--- src/sfs_pkg.sv ---
package sfs_pkg;

	localparam logic [1:0] OP_TICK    = 2'd0;
	localparam logic [1:0] OP_SET     = 2'd1;
	localparam logic [1:0] OP_RESTART = 2'd2;

	localparam logic [3:0] MODE_STOP       = 4'd0;
	localparam logic [3:0] MODE_LOOP       = 4'd1;
	localparam logic [3:0] MODE_ONCE_DIE   = 4'd2;
	localparam logic [3:0] MODE_ONCE_FIRST = 4'd3;
	localparam logic [3:0] MODE_ONCE_LAST  = 4'd4;
	localparam logic [3:0] MODE_BACK_ONCE  = 4'd5;
	localparam logic [3:0] MODE_PING_FWD   = 4'd6;
	localparam logic [3:0] MODE_PING_BACK  = 4'd7;
	localparam logic [3:0] MODE_LOOP_BACK  = 4'd8;
	localparam logic [3:0] MODE_TOGGLE     = 4'd9;
	localparam logic [3:0] MODE_RANDOM     = 4'd10;

	typedef struct packed {
		logic [1:0] operation;
		logic       hold;
		logic [3:0] new_mode;
		logic [7:0] new_speed;
		logic [7:0] random_frame;
	} in_item_t;

	typedef struct packed {
		logic [7:0] frame_index;
		logic [3:0] mode;
		logic       expired;
		logic       stepped;
	} out_item_t;

	typedef struct packed {
		logic [7:0] frame;
		logic [7:0] timer;
		logic [3:0] mode;
		logic [7:0] speed;
		logic       expired;
	} seq_state_t;

endpackage

--- src/sfs_if.sv ---
interface sfs_in_if import sfs_pkg::*; ();
	logic     valid;
	logic     ready;
	in_item_t data;

	modport source (output valid, output data, input ready);
	modport sink (input valid, input data, output ready);
endinterface

interface sfs_out_if import sfs_pkg::*; ();
	logic      valid;
	logic      ready;
	out_item_t data;

	modport source (output valid, output data, input ready);
	modport sink (input valid, input data, output ready);
endinterface

--- src/sprite_frame_sequencer.sv ---
// Sprite animation frame sequencer.
// Channels: req carries one command item (tick, set mode and speed, restart);
// rsp returns one item per command with the frame, mode, expired flag and
// whether this tick stepped the frame. cfg_we/cfg_wdata load frame_count;
// write it only while no item is in flight.
// Pipeline: an item accepted from req is registered in the input register,
// processed by the next-state logic, and its result is registered in the
// result register that drives rsp.
// Throughput: one item per cycle unless the receiver stalls; the state
// registers update in the same cycle that the item leaves the input
// register, so each item sees the state its predecessor left.
// Reset: frame 0, timer 0, mode 1 (loop), speed 0, not expired,
// frame_count 1, both pipeline registers empty.
// Receiver stall: the result register holds its item, the input register
// holds the next one, and req.ready drops once both are occupied.
module sprite_frame_sequencer import sfs_pkg::*; (
	input  logic        clk,
	input  logic        arst_n,
	sfs_in_if.sink      req,
	sfs_out_if.source   rsp,
	input  logic        cfg_we,
	input  logic [7:0]  cfg_wdata
);

	logic       v_s1;
	in_item_t   item_s1;
	logic       adv_s1;
	logic [7:0] frame_count_q;
	seq_state_t state_q;
	seq_state_t state_nxt;
	logic       stepped_nxt;
	logic       rsp_valid_q;
	out_item_t  rsp_data_q;

	assign adv_s1 = v_s1 && (!rsp_valid_q || rsp.ready);
	assign req.ready = !v_s1 || adv_s1;
	assign rsp.valid = rsp_valid_q;
	assign rsp.data = rsp_data_q;

	sfs_step u_step (
		.cur         (state_q),
		.item        (item_s1),
		.frame_count (frame_count_q),
		.nxt         (state_nxt),
		.stepped     (stepped_nxt)
	);

	always_ff @(posedge clk or negedge arst_n) begin
		if (!arst_n) begin
			frame_count_q <= 8'd1;
		end else if (cfg_we) begin
			frame_count_q <= cfg_wdata;
		end
	end

	always_ff @(posedge clk or negedge arst_n) begin
		if (!arst_n) begin
			v_s1 <= 1'b0;
		end else if (req.ready) begin
			v_s1 <= req.valid;
		end
	end

	always_ff @(posedge clk) begin
		if (req.valid && req.ready) begin
			item_s1 <= req.data;
		end
	end

	always_ff @(posedge clk or negedge arst_n) begin
		if (!arst_n) begin
			state_q <= '{frame: 8'd0, timer: 8'd0, mode: MODE_LOOP, speed: 8'd0,
				expired: 1'b0};
		end else if (adv_s1) begin
			state_q <= state_nxt;
		end
	end

	always_ff @(posedge clk or negedge arst_n) begin
		if (!arst_n) begin
			rsp_valid_q <= 1'b0;
		end else if (!rsp_valid_q || rsp.ready) begin
			rsp_valid_q <= v_s1;
		end
	end

	always_ff @(posedge clk) begin
		if (adv_s1) begin
			rsp_data_q <= '{frame_index: state_nxt.frame, mode: state_nxt.mode,
				expired: state_nxt.expired, stepped: stepped_nxt};
		end
	end

	a_expired_sticky: assert property (@(posedge clk) disable iff (!arst_n)
		state_q.expired |=> state_q.expired)
		else $error("expired flag cleared");

	a_expired_frame_frozen: assert property (@(posedge clk) disable iff (!arst_n)
		state_q.expired |=> $stable(state_q.frame))
		else $error("frame changed after expiry");

	a_timer_bound: assert property (@(posedge clk) disable iff (!arst_n)
		state_q.timer <= state_q.speed)
		else $error("tick timer beyond speed");

	a_state_only_on_item: assert property (@(posedge clk) disable iff (!arst_n)
		!adv_s1 |=> $stable(state_q))
		else $error("state changed without an item");

endmodule

--- src/sfs_step.sv ---
module sfs_step import sfs_pkg::*; (
	input  seq_state_t cur,
	input  in_item_t   item,
	input  logic [7:0] frame_count,
	output seq_state_t nxt,
	output logic       stepped
);

	logic [7:0] last;
	logic [7:0] f;
	logic       active;

	always_comb begin
		last = (frame_count == 8'd0) ? 8'd0 : frame_count - 8'd1;
		f = cur.frame;
		if (cur.mode != MODE_TOGGLE && cur.mode != MODE_RANDOM && f > last) begin
			f = last;
		end
		active = (cur.mode != MODE_STOP) && (cur.mode <= MODE_RANDOM) && !item.hold
			&& !cur.expired;
		nxt = cur;
		stepped = 1'b0;
		case (item.operation)
			OP_TICK: begin
				if (active) begin
					if (cur.timer != cur.speed) begin
						nxt.timer = cur.timer + 8'd1;
					end else begin
						nxt.timer = 8'd0;
						stepped = 1'b1;
						nxt.frame = f;
						case (cur.mode)
							MODE_LOOP: begin
								nxt.frame = (f >= last) ? 8'd0 : f + 8'd1;
							end
							MODE_ONCE_DIE: begin
								if (f < last) begin
									nxt.frame = f + 8'd1;
								end
								if (f + 8'd1 >= last || f == last) begin
									nxt.expired = 1'b1;
								end
							end
							MODE_ONCE_FIRST, MODE_ONCE_LAST: begin
								if (f >= last) begin
									nxt.frame = (cur.mode == MODE_ONCE_LAST) ? last : 8'd0;
									nxt.mode = MODE_STOP;
								end else begin
									nxt.frame = f + 8'd1;
								end
							end
							MODE_BACK_ONCE: begin
								if (f == 8'd0) begin
									nxt.mode = MODE_STOP;
								end else begin
									nxt.frame = f - 8'd1;
								end
							end
							MODE_PING_FWD: begin
								if (f >= last) begin
									nxt.frame = (last >= 8'd1) ? last - 8'd1 : 8'd0;
									nxt.mode = MODE_PING_BACK;
								end else begin
									nxt.frame = f + 8'd1;
								end
							end
							MODE_PING_BACK: begin
								if (f == 8'd0) begin
									nxt.frame = (last >= 8'd1) ? 8'd1 : 8'd0;
									nxt.mode = MODE_PING_FWD;
								end else begin
									nxt.frame = f - 8'd1;
								end
							end
							MODE_LOOP_BACK: begin
								nxt.frame = (f == 8'd0) ? last : f - 8'd1;
							end
							MODE_TOGGLE: begin
								nxt.frame = (f == 8'd0) ? 8'd1 : 8'd0;
							end
							MODE_RANDOM: begin
								nxt.frame = (item.random_frame > last) ? last : item.random_frame;
							end
							default: begin
								nxt.frame = f;
							end
						endcase
					end
				end
			end
			OP_SET: begin
				nxt.mode = item.new_mode;
				nxt.speed = item.new_speed;
				nxt.timer = 8'd0;
				if ((item.new_mode == MODE_BACK_ONCE || item.new_mode == MODE_LOOP_BACK)
					&& !cur.expired) begin
					nxt.frame = last;
				end
			end
			OP_RESTART: begin
				nxt.timer = 8'd0;
				if (!cur.expired) begin
					nxt.frame = 8'd0;
				end
			end
			default: begin
				nxt = cur;
			end
		endcase
	end

endmodule

--- src/flat_wrapper.sv ---
// flat-port wrapper written by rule: the top's interface ports become plain ports
module sprite_frame_sequencer_flat import sfs_pkg::*;
  (clk, arst_n, cfg_we, cfg_wdata, req_valid, req_data, req_ready, rsp_valid, rsp_data, rsp_ready);
  sfs_in_if req_i ();
  sfs_out_if rsp_i ();
  input  logic clk;
  input  logic arst_n;
  input  logic cfg_we;
  input  logic [7:0] cfg_wdata;
  input wire logic [$bits(req_i.valid)-1:0] req_valid;
  input wire logic [$bits(req_i.data)-1:0] req_data;
  output wire logic [$bits(req_i.ready)-1:0] req_ready;
  output wire logic [$bits(rsp_i.valid)-1:0] rsp_valid;
  output wire logic [$bits(rsp_i.data)-1:0] rsp_data;
  input wire logic [$bits(rsp_i.ready)-1:0] rsp_ready;
  assign req_i.valid = req_valid;
  assign req_i.data = req_data;
  assign req_ready = req_i.ready;
  assign rsp_valid = rsp_i.valid;
  assign rsp_data = rsp_i.data;
  assign rsp_i.ready = rsp_ready;
  sprite_frame_sequencer u_core (.clk(clk), .arst_n(arst_n), .req(req_i), .rsp(rsp_i), .cfg_we(cfg_we), .cfg_wdata(cfg_wdata));
endmodule
--- config.mk ---
export PLATFORM = sky130hd
export DESIGN_NAME = sprite_frame_sequencer_flat
export DESIGN_NICKNAME = d
export VERILOG_FILES = /design/src/sfs_pkg.sv /design/src/sfs_if.sv /design/src/sprite_frame_sequencer.sv /design/src/sfs_step.sv /design/src/flat_wrapper.sv
export SDC_FILE = /design/constraint.sdc
export NUM_CORES = 1
export LEC_CHECK = 0
export BUFFER_PORTS_ARGS = -buffer_cell sky130_fd_sc_hd__buf_2
export CAP_MARGIN = 20
export CORE_MARGIN = 4
export CORE_UTILIZATION = 39
export DETAILED_ROUTE_END_ITERATION = 10
export PLACE_DENSITY = 0.68
export SLEW_MARGIN = 20
export SYNTH_ARGS = -nofsm -noshare
export SYNTH_HDL_FRONTEND = slang
export SYNTH_SLANG_ARGS = --single-unit
--- constraint.sdc ---
create_clock -name clk -period 5.6 [get_ports clk]
set_input_delay 0.28 -clock clk [delete_from_list [all_inputs] [get_ports clk]]
set_output_delay 0.28 -clock clk [all_outputs]
set_load 0.03 [all_outputs]
; ---- After elaboration in Yosys (flattened, before gate mapping)
; Index checks and enable logic that the tools add are counted.
[word_totals]
input_bits = 36
output_inout_bits = 16
register_bits = 76
elab_cells = 107
[classes]
reduce_logical = 25
n_eq_ne = 19
addsub = 5
mux = 34
order_cmp = 7
[ops]
columns = op, n
row1 = two-way mux 8 bit, 16
row2 = one-hot mux 8 bit (9 select lines), 1
row3 = one-hot mux 16 bit (3 select lines), 1
row4 = subtractor 8 x 1 -> 8 bit (second input constant), 3
row5 = equality test 4 x 3 -> 1 bit (second input constant), 5
row6 = two-way mux 20 bit, 1
row7 = two-way mux 4 bit, 5
row8 = adder 8 x 1 -> 8 bit (second input constant), 2
row9 = equality test 4 bit (second input constant), 4
row10 = greater-or-equal comparator 8 bit, 2
row11 = > comparator 8 bit, 2
row12 = zero test 8 bit, 2
row13 = one-hot mux 4 bit (4 select lines), 1
row14 = equality test 4 x 2 -> 1 bit (second input constant), 2
row15 = equality test 8 bit, 1
row16 = greater-or-equal comparator 8 x 1 -> 1 bit (second input constant), 1
row17 = logical AND 1 bit, 8
row18 = less-than comparator 8 bit, 1
row19 = two-way mux 1 bit, 8
row20 = inequality test 4 bit (second input constant), 2
row21 = inequality test 8 bit, 1
row22 = one-hot mux 4 bit (2 select lines), 1
row23 = equality test 4 x 1 -> 1 bit (second input constant), 1
row24 = <= comparator 4 bit (second input constant), 1
row25 = other kinds (11), 18

; ---- Depth between registers and ports, before layout
; Gate-level depths: netlist (run 1).
[depth]
ltp_word = 13
depth_mapped = 30
depth_no_buf = 26

; ---- Cells and area by module
; A second synthesis (run 1) with hierarchy kept.
[unflattened]
cells_unflattened = 705
hier_area_um2 = 6475.0
[modules_own_cells]
columns = mod, n_inst, area_each_um2, cells_each, seq_area_each_um2
row1 = sfs_step, 1, 3777.4, 581, 0.0
row2 = sprite_frame_sequencer, 1, 2697.6, 124, 2089.5

; ---- Worst setup path after synthesis (run 1)
; Ideal clock, no wire load.
[synth_path]
path_kind = register to register
from = reg u_core.frame_count_q[0]
to = reg u_core.rsp_data_q (netlist bit u_core.rsp.data[1]), data pin
synth_period_minus_slack_ns = 6.169
path_slack_ns = -0.569
path_stages_with_launch = 28
n_path_buf = 4
arrival_ns = 5.906
setup_time_ns = 0.262
required_ns = 5.338
path_cell_list = dfstp_2 > clkbuf_1 > inv_1 > ha_1 > or3b_2 > nor2_1 > buf_2 > nor2_1 > ha_1 > nand4_1 > o22ai_1 > a31oi_1 > nand2_1 > clkbuf_1 > o21ai_0 > ha_1 > clkbuf_1 > mux2i_1 > a31oi_1 > mux2_2 > mux2i_1 > inv_1 > ha_1 > a21oi_1 > nor2b_1 > o21ai_0 > a21oi_1 > or2_2
[synth_rtl]
columns = element, line
row1 = from (decl), sprite_frame_sequencer.sv:28  ; logic [7:0] frame_count_q;
row2 = from (signal assigned), sprite_frame_sequencer.sv:52  ; frame_count_q <= cfg_wdata;
row3 = to (signal assigned), sprite_frame_sequencer.sv:89  ; rsp_data_q <= '{frame_index: state_nxt.frame, mode: state_nxt.mode,
row4 = to (decl), sprite_frame_sequencer.sv:33  ; out_item_t rsp_data_q;

==> flow_summary.toml, run 1 <==
[critical_path]
crit_fanout = 7
end_kind = "flip-flop"
critPathTopFamily = "compound AO/OA/AOI/OAI gates"
cp.arrival_ns = 5.55
cpPeakStageDelay_ns = 0.48
cp-start-kind = "flip-flop"
r2r_slack_ns = 0.12
crit_required_ns = 5.67
crit_buf_inv = 4
critPathKind = "reg2reg"
worst_path_max_delay_cell = "or3b_2"
path_cells = "inv_1 -> ha_2 -> or3b_2 -> a211o_1 -> nand2_1 -> inv_1 -> ha_1 -> nand4_1 -> o22ai_2 -> a31o_2 -> o21ai_1 -> o21ai_2 -> ha_1 -> nor2b_1 -> o211ai_1 -> buf_4 -> a21o_1 -> nand3_1 -> a21oi_2 -> xnor2_1 -> buf_4 -> a221oi_2 -> and4bb_2 -> a211oi_1"

[synth]
syn_inst = 730
synth_seq_cells = 76
synth-xor-area-share_pct = 3.756
ys_seq_area_share_pct = 33.19
synth_warnings = 0
synth-compound-area-share_pct = 25.24
synth.avg_cell_area_um2 = 8.625
synth_edf_count = 37
syn_area_um2 = 6296
synth_adder_area_share_pct = 8.744
synth_fp_nets = 810
synth_ff_type = "edfxtp_1"
synth_top_family_by_area = "compound AO/OA/AOI/OAI gates"
synth.distinct_cells = 78
yosys.area_share.simple_pct = 19.75
yosys-mux-area-fraction_pct = 4.829
async_flop_share_pct = 51.32

[clocking]
path_clk_slew_ns = 0.06
clk_latency_ns = 0.35
holdBufCountCts = 0
cts.sinks = 76
cts_root_buffer = "clkbuf_16"
cts_tree = "built"
htree_levels = 3
cts_buffers = 9
clock_path_buffers = 2

[final_layout]
drive_gt1_share_pct = 24.91
area_growth_pct = 20.79
layout_common_cells = "69 x buf_4, 68 x nand2_1, 51 x buf_2"
final_util_pct = 48.05
nets = 906
diodes = 0
final_common_cell = "buf_4"
fillCellCount = 1523
postLayoutCellArea_um2 = 7605

[global_routing]
track_usage_pct = 25.25
grt_max_degree = 40
grt_pass1_vias = 6057
antenna_found_initial = 0
grt_overflow = 0
grt_first_pass_wirelength_mm = 34.98

[placed_design]
dp_slack_ns = -0.02879
dpl_cell_area_um2 = 7181
place_congestion = 1.050
hpwl_mm = 17.62
io_buffer_count = 51

[drt]
vias = 6400
drtIter0Drc = 717
dr.pass1.iters = 7
drc = 0
drtAntennaViolNets = 0
wire_per_inst_um = 21.95
post_drt_via_cell_ratio = 6.113
drt_wl_total_mm = 22.98

[timing]
fin_crit_ns = 5.478
worst_pin_slew_ns = 1.021
slew_headroom_pct = 31.84
setup-violations-final = 0
hold_viol_final = 0
finalCritPeriodShare_pct = 97.83
rsz0062_at_grt = "yes"
max_freq_mhz = 182.5
fin_skew_ns = 0.007450
slew_viol_final = 0
fin_ws_ns = 0.1218

[pwr]
power.total_mw = 3.012
ir_worst_vdd_v = 0.0002365
power_density_nw_per_um2 = 396.0
power.leakage_nw = 3.166

[job]
maxCapViolations = 0

[die]
core-area_um2 = 15830
dieArea_um2 = 18240
start_util_pct = 39.78
dieWidth_um = 135.1
die_h_um = 135.1
num_io_pins = 52
rows = 46

[run_status]
outcome = "complete, no violations"

[hold_path]
hp-class = "in2async"
==> final timing paths <==
check / startpoint / to / cells after the start
worst max-delay path: u_core.frame_count_q[0] / u_core.rsp.data[10] / 24
min in group clk: req_data[19] / u_core.item_s1[19] / 1
worst min-delay path: arst_n / u_core.state_q[2] / 1
max in group asynchronous: arst_n / u_core.state_q[26] / 1
worst min register to register: u_core.item_s1[9] / u_core.state_q[2] / 1
worst max register to register: u_core.frame_count_q[0] / u_core.rsp.data[10] / 24
==> routing by layer <==
layer / track usage [%] / part of all wire (%) / up-vias
met4: 12.49 / 5.8 / 0
li1: - / - / 2950
met1: 33.07 / 42 / 3014
met3: 5.961 / 8.4 / 92
met2: 39.24 / 44 / 344
met5: 0 / 0 / -
==> state kept, by name, indices dropped and copies added, names as in the netlist <==
| register | count |
|---|---|
| u_core.v_s1 | 1 |
| u_core.frame_count_q | 8 |
| u_core.rsp.data | 14 |
| u_core.rsp.valid | 1 |
| u_core.state_q | 29 |
| u_core.item_s1 | 23 |
==> synth_stat cells, drive strengths merged (5+ instances only) <==
| library cell | number | share of area (%) |
|---|---|---|
| nor2 | 50 | 3.0 |
| xnor2 | 24 | 3.3 |
| inv | 35 | 2.1 |
| mux2i | 9 | 1.4 |
| a211oi | 11 | 1.3 |
| or2 | 6 | 0.60 |
| o22ai | 9 | 0.89 |
| nand3 | 17 | 1.4 |
| edfxtp | 37 | 18 |
| dfrtp | 37 | 15 |
| nand2 | 70 | 4.2 |
| a31oi | 18 | 1.8 |
| nand4 | 15 | 1.5 |
| a221oi | 6 | 0.93 |
| ha | 44 | 8.7 |
| nor2b | 10 | 0.99 |
| a21oi | 50 | 4.2 |
| a21o | 5 | 0.60 |
| nor3 | 24 | 1.9 |
| o21a | 5 | 0.60 |
| buf | 7 | 0.64 |
| a21boi | 7 | 0.83 |
| o31ai | 5 | 0.60 |
| or3 | 7 | 0.70 |
| and2 | 6 | 0.60 |
| clkbuf | 29 | 1.7 |
| nand2b | 17 | 1.7 |
| mux2 | 19 | 3.4 |
| o21ai | 57 | 4.5 |
| o211ai | 18 | 2.1 |
==> report_power, final <==
group / switching [mW] / leakage [nW] / internal, mW
logic: 1.02 / 2.19 / 0.666
registers: 0.0718 / 0.838 / 0.661
clock network: 0.247 / 0.142 / 0.347
==> cell type report <==
class                           instances  area, µm²  area share, %
Clock inverter                          7      76.32          1.004
Tap cell                              216      270.3          3.554
Timing Repair Buffer                  120      773.2          10.17
Inverter                               35      133.9          1.760
Clock buffer                            9      225.2          2.962
Sequential cell                        76       2090          27.48
Multi-Input combinational cell        584       4036          53.08
==> kinds of logic after synthesis <==
| logic type | Yosys count |
|---|---|
| AOI/OAI and AO/OA | 238 |
| xor gates and xnor gates | 27 |
| adders and majority gates | 44 |
| buffers and inverters | 71 |
| DFF | 76 |
| muxes | 28 |
| and+or+nand+nor | 246 |
==> through the flow <==
step | hold WS, ns | TNS (ns) | std cells
after floorplan | -0.01559 | 0 | 730
after global placement | 0.4571 | -0.08592 | 1025
after detailed placement | 0.4581 | -0.02879 | 1025
after CTS | 0.08573 | 0 | 1041
after global routing | 0.08490 | -0.3226 | 1047
final | 0.07068 | 0 | 1047
==> repair_timing <==
item / 4_1_cts / 5_1_grt
pin swaps: 0 / 6
setup endpoints to repair: 1 / 22
endpoints found under the hold margin: 0 / 0
resized for setup: 2 / 22
gates cloned: 0 / 1
setup buffers: 0 / 5
(Power assumes the default switching activity.)
==> inputs of run 2 (changes only) <==
--- a/config.mk
+++ b/config.mk
@@ -10,7 +10,7 @@
 export CORE_MARGIN = 4
 export CORE_UTILIZATION = 39
 export DETAILED_ROUTE_END_ITERATION = 10
-export PLACE_DENSITY = 0.68
+export PLACE_DENSITY = 0.66
 export SLEW_MARGIN = 20
 export SYNTH_ARGS = -nofsm -noshare
 export SYNTH_HDL_FRONTEND = slang
==> constraint.sdc (replaced) <==
create_clock -name clk -period 6.75 [get_ports clk]
set_input_delay 0.3375 -clock clk [delete_from_list [all_inputs] [get_ports clk]]
set_output_delay 0.3375 -clock clk [all_outputs]
set_load 0.03 [all_outputs]
==> run 2 against run 1 <==
Against the previous run: worst hold slack improved by 0.066 ns; sequential power is 15% lower; via count is 2.2% lower; power shrank 20%; count of clock-buffer cells in the layout is 2 higher; clock power is 6.7% lower; final area is 3.9% lower; clock skew up 0.0018 ns; maximum frequency down 14%; sequential cell count is the same; final cell count down 3.2%; register-to-register slack better by 0.23 ns; critical endpoint is now u_core.rsp.data[13]; largest power group unchanged; highest routed layer unchanged.
==> flow_summary.toml, run 2 (synthesis results as in run 1) <==
[run_status]
outcome = "complete, no violations"

[critical_path]
crit_buf_inv = 6
critPathKind = "reg2reg"
critPathTopFamily = "compound AO/OA/AOI/OAI gates"
cpPeakStageDelay_ns = 0.63
r2r_slack_ns = 0.35
r2r_cells = 24
rr_startpoint = "u_core.frame_count_q[0]"
worst_path_max_delay_cell = "dfstp_2"
cp.arrival_ns = 6.47
crit_fanout = 12
crit_required_ns = 6.82
end_kind = "flip-flop"
cp-start-kind = "flip-flop"
path_cells = "inv_1 -> ha_1 -> buf_4 -> xor2_1 -> nor2b_2 -> inv_1 -> ha_1 -> nand4_1 -> o22ai_1 -> a31oi_1 -> nand2_1 -> buf_4 -> a21oi_1 -> inv_1 -> ha_1 -> nand2_1 -> o21ai_0 -> buf_4 -> or3_1 -> o311ai_0 -> a211oi_1 -> nor2_1 -> o21ai_0 -> a21oi_1"
r2r-end = "u_core.rsp.data[13]"

[clocking]
path_clk_slew_ns = 0.06
cts_buffers = 9
cts_tree = "built"
clock_path_buffers = 2
htree_levels = 3
cts.sinks = 76
cts_root_buffer = "clkbuf_16"
clk_latency_ns = 0.35
holdBufCountCts = 0

[hold_path]
hp-class = "in2async"

[final_layout]
diodes = 0
final_cells = 1013
regMostFlops = "u_core.state_q"
area_growth_pct = 16.04
layout_common_cells = "69 x nand2_1, 54 x o21ai_0, 51 x buf_2"
drive_gt1_share_pct = 18.82
final_common_cell = "nand2_1"
largest_reg_flops = 29
final_util_pct = 46.16
nets = 872

[pwr]
ir_worst_vdd_v = 0.0001777
power.leakage_nw = 3.030
power_density_nw_per_um2 = 331.0

[drt]
drc = 0
drtIter0Drc = 609
dr.pass1.iters = 5
post_drt_via_cell_ratio = 6.178
wire_per_inst_um = 22.21
vias = 6258
drtAntennaViolNets = 0
drt_wl_total_mm = 22.50

[timing]
fin_skew_ns = 0.009284
max_freq_mhz = 156.4
hold_viol_final = 0
fin_ws_ns = 0.3550
worst_pin_slew_ns = 1.001
setup_tns_ns = 0
setup-violations-final = 0
hold-worst-slack_ns = 0.1369
slew_headroom_pct = 33.21
finalCritPeriodShare_pct = 94.74
rsz0062_at_grt = "no"
fin_crit_ns = 6.395
slew_viol_final = 0

[job]
maxCapViolations = 0

[global_routing]
grt_max_degree = 40
grt_pass1_vias = 5918
grt_overflow = 0
track_usage_pct = 24.57
antenna_found_initial = 0
grt_first_pass_wirelength_mm = 34.13

[placed_design]
place_congestion = 1.072
io_buffer_count = 51
hpwl_mm = 17.49
dp.cells = 997
dp_slack_ns = 0.4534

[die]
dieArea_um2 = 18240
num_io_pins = 52
start_util_pct = 39.78
die_h_um = 135.1
core-area_um2 = 15830
rows = 46
dieWidth_um = 135.1
## run 2: changes by cell type in the layout (fill, tap and decap cells not counted), moves of 3 or more
| cell | previous run | this run |
|---|---|---|
| buf_4 | 69 | 36 |
| o21ai_0 | 49 | 54 |
| a21oi_1 | 45 | 49 |
| a21oi_2 | 4 | 0 |
| o21ai_1 | 6 | 3 |
## run 2: worst reg2reg max path: stages (launching register included)
cell      delay, ns
dfstp_2        0.63
inv_1          0.10
ha_1           0.26
buf_4          0.19
xor2_1         0.28
nor2b_2        0.43
inv_1          0.12
ha_1           0.32
nand4_1        0.08
o22ai_1        0.10
a31oi_1        0.21
nand2_1        0.17
buf_4          0.21
a21oi_1        0.35
inv_1          0.22
ha_1           0.35
nand2_1        0.06
o21ai_0        0.36
buf_4          0.22
or3_1          0.10
o311ai_0       0.26
a211oi_1       0.45
nor2_1         0.07
o21ai_0        0.44
a21oi_1        0.14
## run 2: per-layer routing
layer	up-vias	share of wire, %	track usage, %
met5	-	0	0
met4	0	6.5	15.29
met3	105	8.2	4.396
met2	330	44	36.94
met1	2950	41	32.81
li1	2873	-	-
## run 2: through the flow
step           area, µm²  total power, mW
2_1_floorplan       6296            1.391
3_5_place_dp        6954            1.824
6_report            7306            2.419
5_1_grt             7306            2.546
4_1_cts             7297            2.388
3_3_place_gp        6954            1.844
## run 2: how the worst max path moves through the flow
| stage | from | endpoint | slack, ns | cells after the start |
|---|---|---|---|---|
| 6_report | u_core.frame_count_q[0] | u_core.rsp.data[13] | 0.35 | 24 |
| 3_3_place_gp | u_core.frame_count_q[0] | u_core.rsp.data[1] | 0.38 | 26 |
| 3_5_place_dp | u_core.frame_count_q[0] | u_core.rsp.data[8] | 0.45 | 22 |
| 5_1_grt | u_core.frame_count_q[1] | u_core.rsp.data[13] | 0.07 | 24 |
| 2_1_floorplan | u_core.frame_count_q[0] | u_core.rsp.data[1] | 0.58 | 27 |
| 4_1_cts | u_core.frame_count_q[0] | u_core.rsp.data[8] | 0.43 | 22 |
## run 2: final cells by class
type	count	area [µm²]
fill	1550	8522
timing repair buffer	87	525.5
clock buffer	11	242.7
multi-input combinational	583	3944
clock inverter	5	100.1
inverter	35	133.9
sequential	76	2090
tap	216	270.3
## run 2: repair_timing
| action | in CTS | in global routing |
|---|---|---|
| endpoints found under the setup margin | 0 | 7 |
| setup buffers | 0 | 0 |
| resized for setup | 0 | 1 |
## run 2: report_power, final
| group | total, mW | leakage, nW | switching, mW | internal, mW |
|---|---|---|---|---|
| logic | 1.24 | 2.02 | 0.806 | 0.435 |
| clock network | 0.554 | 0.169 | 0.184 | 0.370 |
| registers | 0.623 | 0.838 | 0.0747 | 0.548 |
| total | 2.42 | 3.03 | 1.06 | 1.35 |
==> inputs of run 3 (changes only) <==
--- a/config.mk
+++ b/config.mk
@@ -7,6 +7,7 @@
 export LEC_CHECK = 0
 export BUFFER_PORTS_ARGS = -buffer_cell sky130_fd_sc_hd__buf_2
 export CAP_MARGIN = 20
+export CORE_ASPECT_RATIO = 0.6
 export CORE_MARGIN = 4
 export CORE_UTILIZATION = 39
 export DETAILED_ROUTE_END_ITERATION = 10
==> run 3 against run 2 <==
Against the previous run: the flow now finishes with violations (negative hold slack); worst hold slack worse by 0.18 ns; clock skew up 0.00059 ns; power up 4.9%; final area is 1.6% higher; setup slack improved by 0.084 ns; clock power down 8.1%; critical path depth up 2; register-to-register slack better by 0.08 ns; critical endpoint is now u_core.rsp.data[1]; largest cell class unchanged.
==> flow_summary.toml, run 3 (synthesis results as in run 1) <==
[run_status]
outcome = "finished with violations"
violations = "negative hold slack"

[clocking]
clock_path_buffers = 2
cts.sinks = 76
holdBufCountCts = 0
clk_latency_ns = 0.35
cts_root_buffer = "clkbuf_16"
htree_levels = 3
cts_tree = "built"
cts_buffers = 9
path_clk_slew_ns = 0.08

[final_layout]
largest_reg_flops = 29
final_util_pct = 47.62
regMostFlops = "u_core.state_q"
nets = 896
final_common_cell = "nand2_1"
fillCellCount = 1539
area_growth_pct = 17.91
drive_gt1_share_pct = 21.19
multi_input_area_um2 = 3936
diodes = 0
seqCellArea_um2 = 2090
layout_common_cells = "69 x nand2_1, 61 x buf_4, 55 x o21ai_0"

[drt]
wire_per_inst_um = 23.48
drt_wl_total_mm = 24.04
post_drt_via_cell_ratio = 6.285
drtIter0Drc = 980
drc = 0
drtAntennaViolNets = 0
dr.pass1.iters = 5
vias = 6436

[die]
die_h_um = 106.4
core-area_um2 = 15590
dieArea_um2 = 18310
rows = 35
dieWidth_um = 172.0
start_util_pct = 40.39
num_io_pins = 52

[global_routing]
grt_first_pass_wirelength_mm = 36.41
grt_pass1_vias = 5797
track_usage_pct = 26.48
antenna_found_initial = 0
grt_overflow = 0
grt_max_degree = 40

[timing]
hold_viol_final = 7
rsz0062_at_grt = "no"
slew_headroom_pct = 25.09
worst_pin_slew_ns = 1.112
fin_crit_ns = 6.311
fin_skew_ns = 0.009877
setup_tns_ns = 0
max_freq_mhz = 158.5
slew_viol_final = 0
setup-violations-final = 0
finalCritPeriodShare_pct = 93.49
hold-worst-slack_ns = -0.04268

[placed_design]
hpwl_mm = 18.79
place_congestion = 1.004
io_buffer_count = 51

[critical_path]
r2r_cells = 26
r2r_slack_ns = 0.44
cp-start-kind = "flip-flop"
crit_top_cell = "inv_1"
end_kind = "flip-flop"
crit_fanout = 11
worst_path_max_delay_cell = "or3b_2"
crit_required_ns = 6.84
cpPeakStageDelay_ns = 0.50
critPathKind = "reg2reg"
r2r-end = "u_core.rsp.data[1]"
cp.arrival_ns = 6.40
rr_startpoint = "u_core.frame_count_q[1]"

[pwr]
power.leakage_nw = 3.118
power.total_mw = 2.538
p_int_mw = 1.339
power_density_nw_per_um2 = 341.9
power.switching_mw = 1.199
pwr-share-clk_pct = 20.1
power_frac_seq_pct = 24.7
ir_worst_vdd_v = 0.0001619
switching_share_pct = 47.23
pwr-share-comb_pct = 55.2

[hold_path]
hp-class = "in2async"

[job]
maxCapViolations = 0
==> run 3: cell types whose count changed in the layout (fill, tap and decap cells not counted), sizes merged <==
cell and change:
clkbuf -2, clkinv -1, bufinv -3, inv +6
buf +24
==> run 3: area by class of cell <==
class | instances | area share [%]
clock buffers | 9 | 3.034
clock inverters | 7 | 1.028
inverters | 35 | 1.803
multi-input cells | 583 | 53.03
flip-flops and latches | 76 | 28.15
well taps | 203 | 3.422
repair buffers | 111 | 9.540
==> run 3: power groups by stage <==
stage / logic (mW) / registers [mW] / clock network, mW
floorplan: 0.780 / 0.611 / 0
global placement: 1.35 / 0.633 / 0
detailed placement: 1.32 / 0.632 / 0
CTS: 1.33 / 0.624 / 0.514
global route: 1.49 / 0.633 / 0.538
finish: 1.40 / 0.627 / 0.509
==> run 3: routing by layer <==
metal / track usage [%] / vias to the layer above / wire (µm)
li1: - / 2921 / -
met5: 0 / - / 0
met4: 4.599 / 0 / 402
met3: 13.15 / 42 / 4038
met2: 30.89 / 425 / 8240
met1: 42.20 / 3048 / 11360
==> run 3: worst max-delay path by stage <==
| stage | start | depth (start not counted) | endpoint | slack (ns) |
|---|---|---|---|---|
| floorplan | u_core.frame_count_q[0] | 27 | u_core.rsp.data[1] | 0.58 |
| global placement | u_core.frame_count_q[1] | 26 | u_core.rsp.data[1] | 0.38 |
| detailed placement | u_core.frame_count_q[1] | 26 | u_core.rsp.data[1] | 0.40 |
| CTS | u_core.frame_count_q[1] | 26 | u_core.rsp.data[1] | 0.35 |
| global route | u_core.frame_count_q[1] | 25 | u_core.rsp.data[1] | 0.08 |
| finish | u_core.frame_count_q[1] | 26 | u_core.rsp.data[1] | 0.44 |
==> run 3: metrics by stage <==
step	setup slack [ns]	area, µm²	instances
after floorplan	0.5815	6296	730
after global placement	0.3780	7113	1008
after detailed placement	0.4031	7113	1008
after CTS	0.3526	7415	1024
after global routing	0.07905	7423	1024
final	0.4394	7423	1024
==> run 3: critical path, delay by kind of cell, from the launching register on <==
kind | cells | cell delay (ns)
mux | 3 | 0.74
simple gates | 5 | 1.19
compound gates | 9 | 1.71
flops | 1 | 0.45
fa+ha+maj | 4 | 1.16
buf+inv | 5 | 0.77
==> run 3: timing repair <==
item / 4_1_cts / 5_1_grt
endpoints found under the setup margin: 0 / 1
gates resized for setup: 0 / 2
buffers inserted: 0 / 0
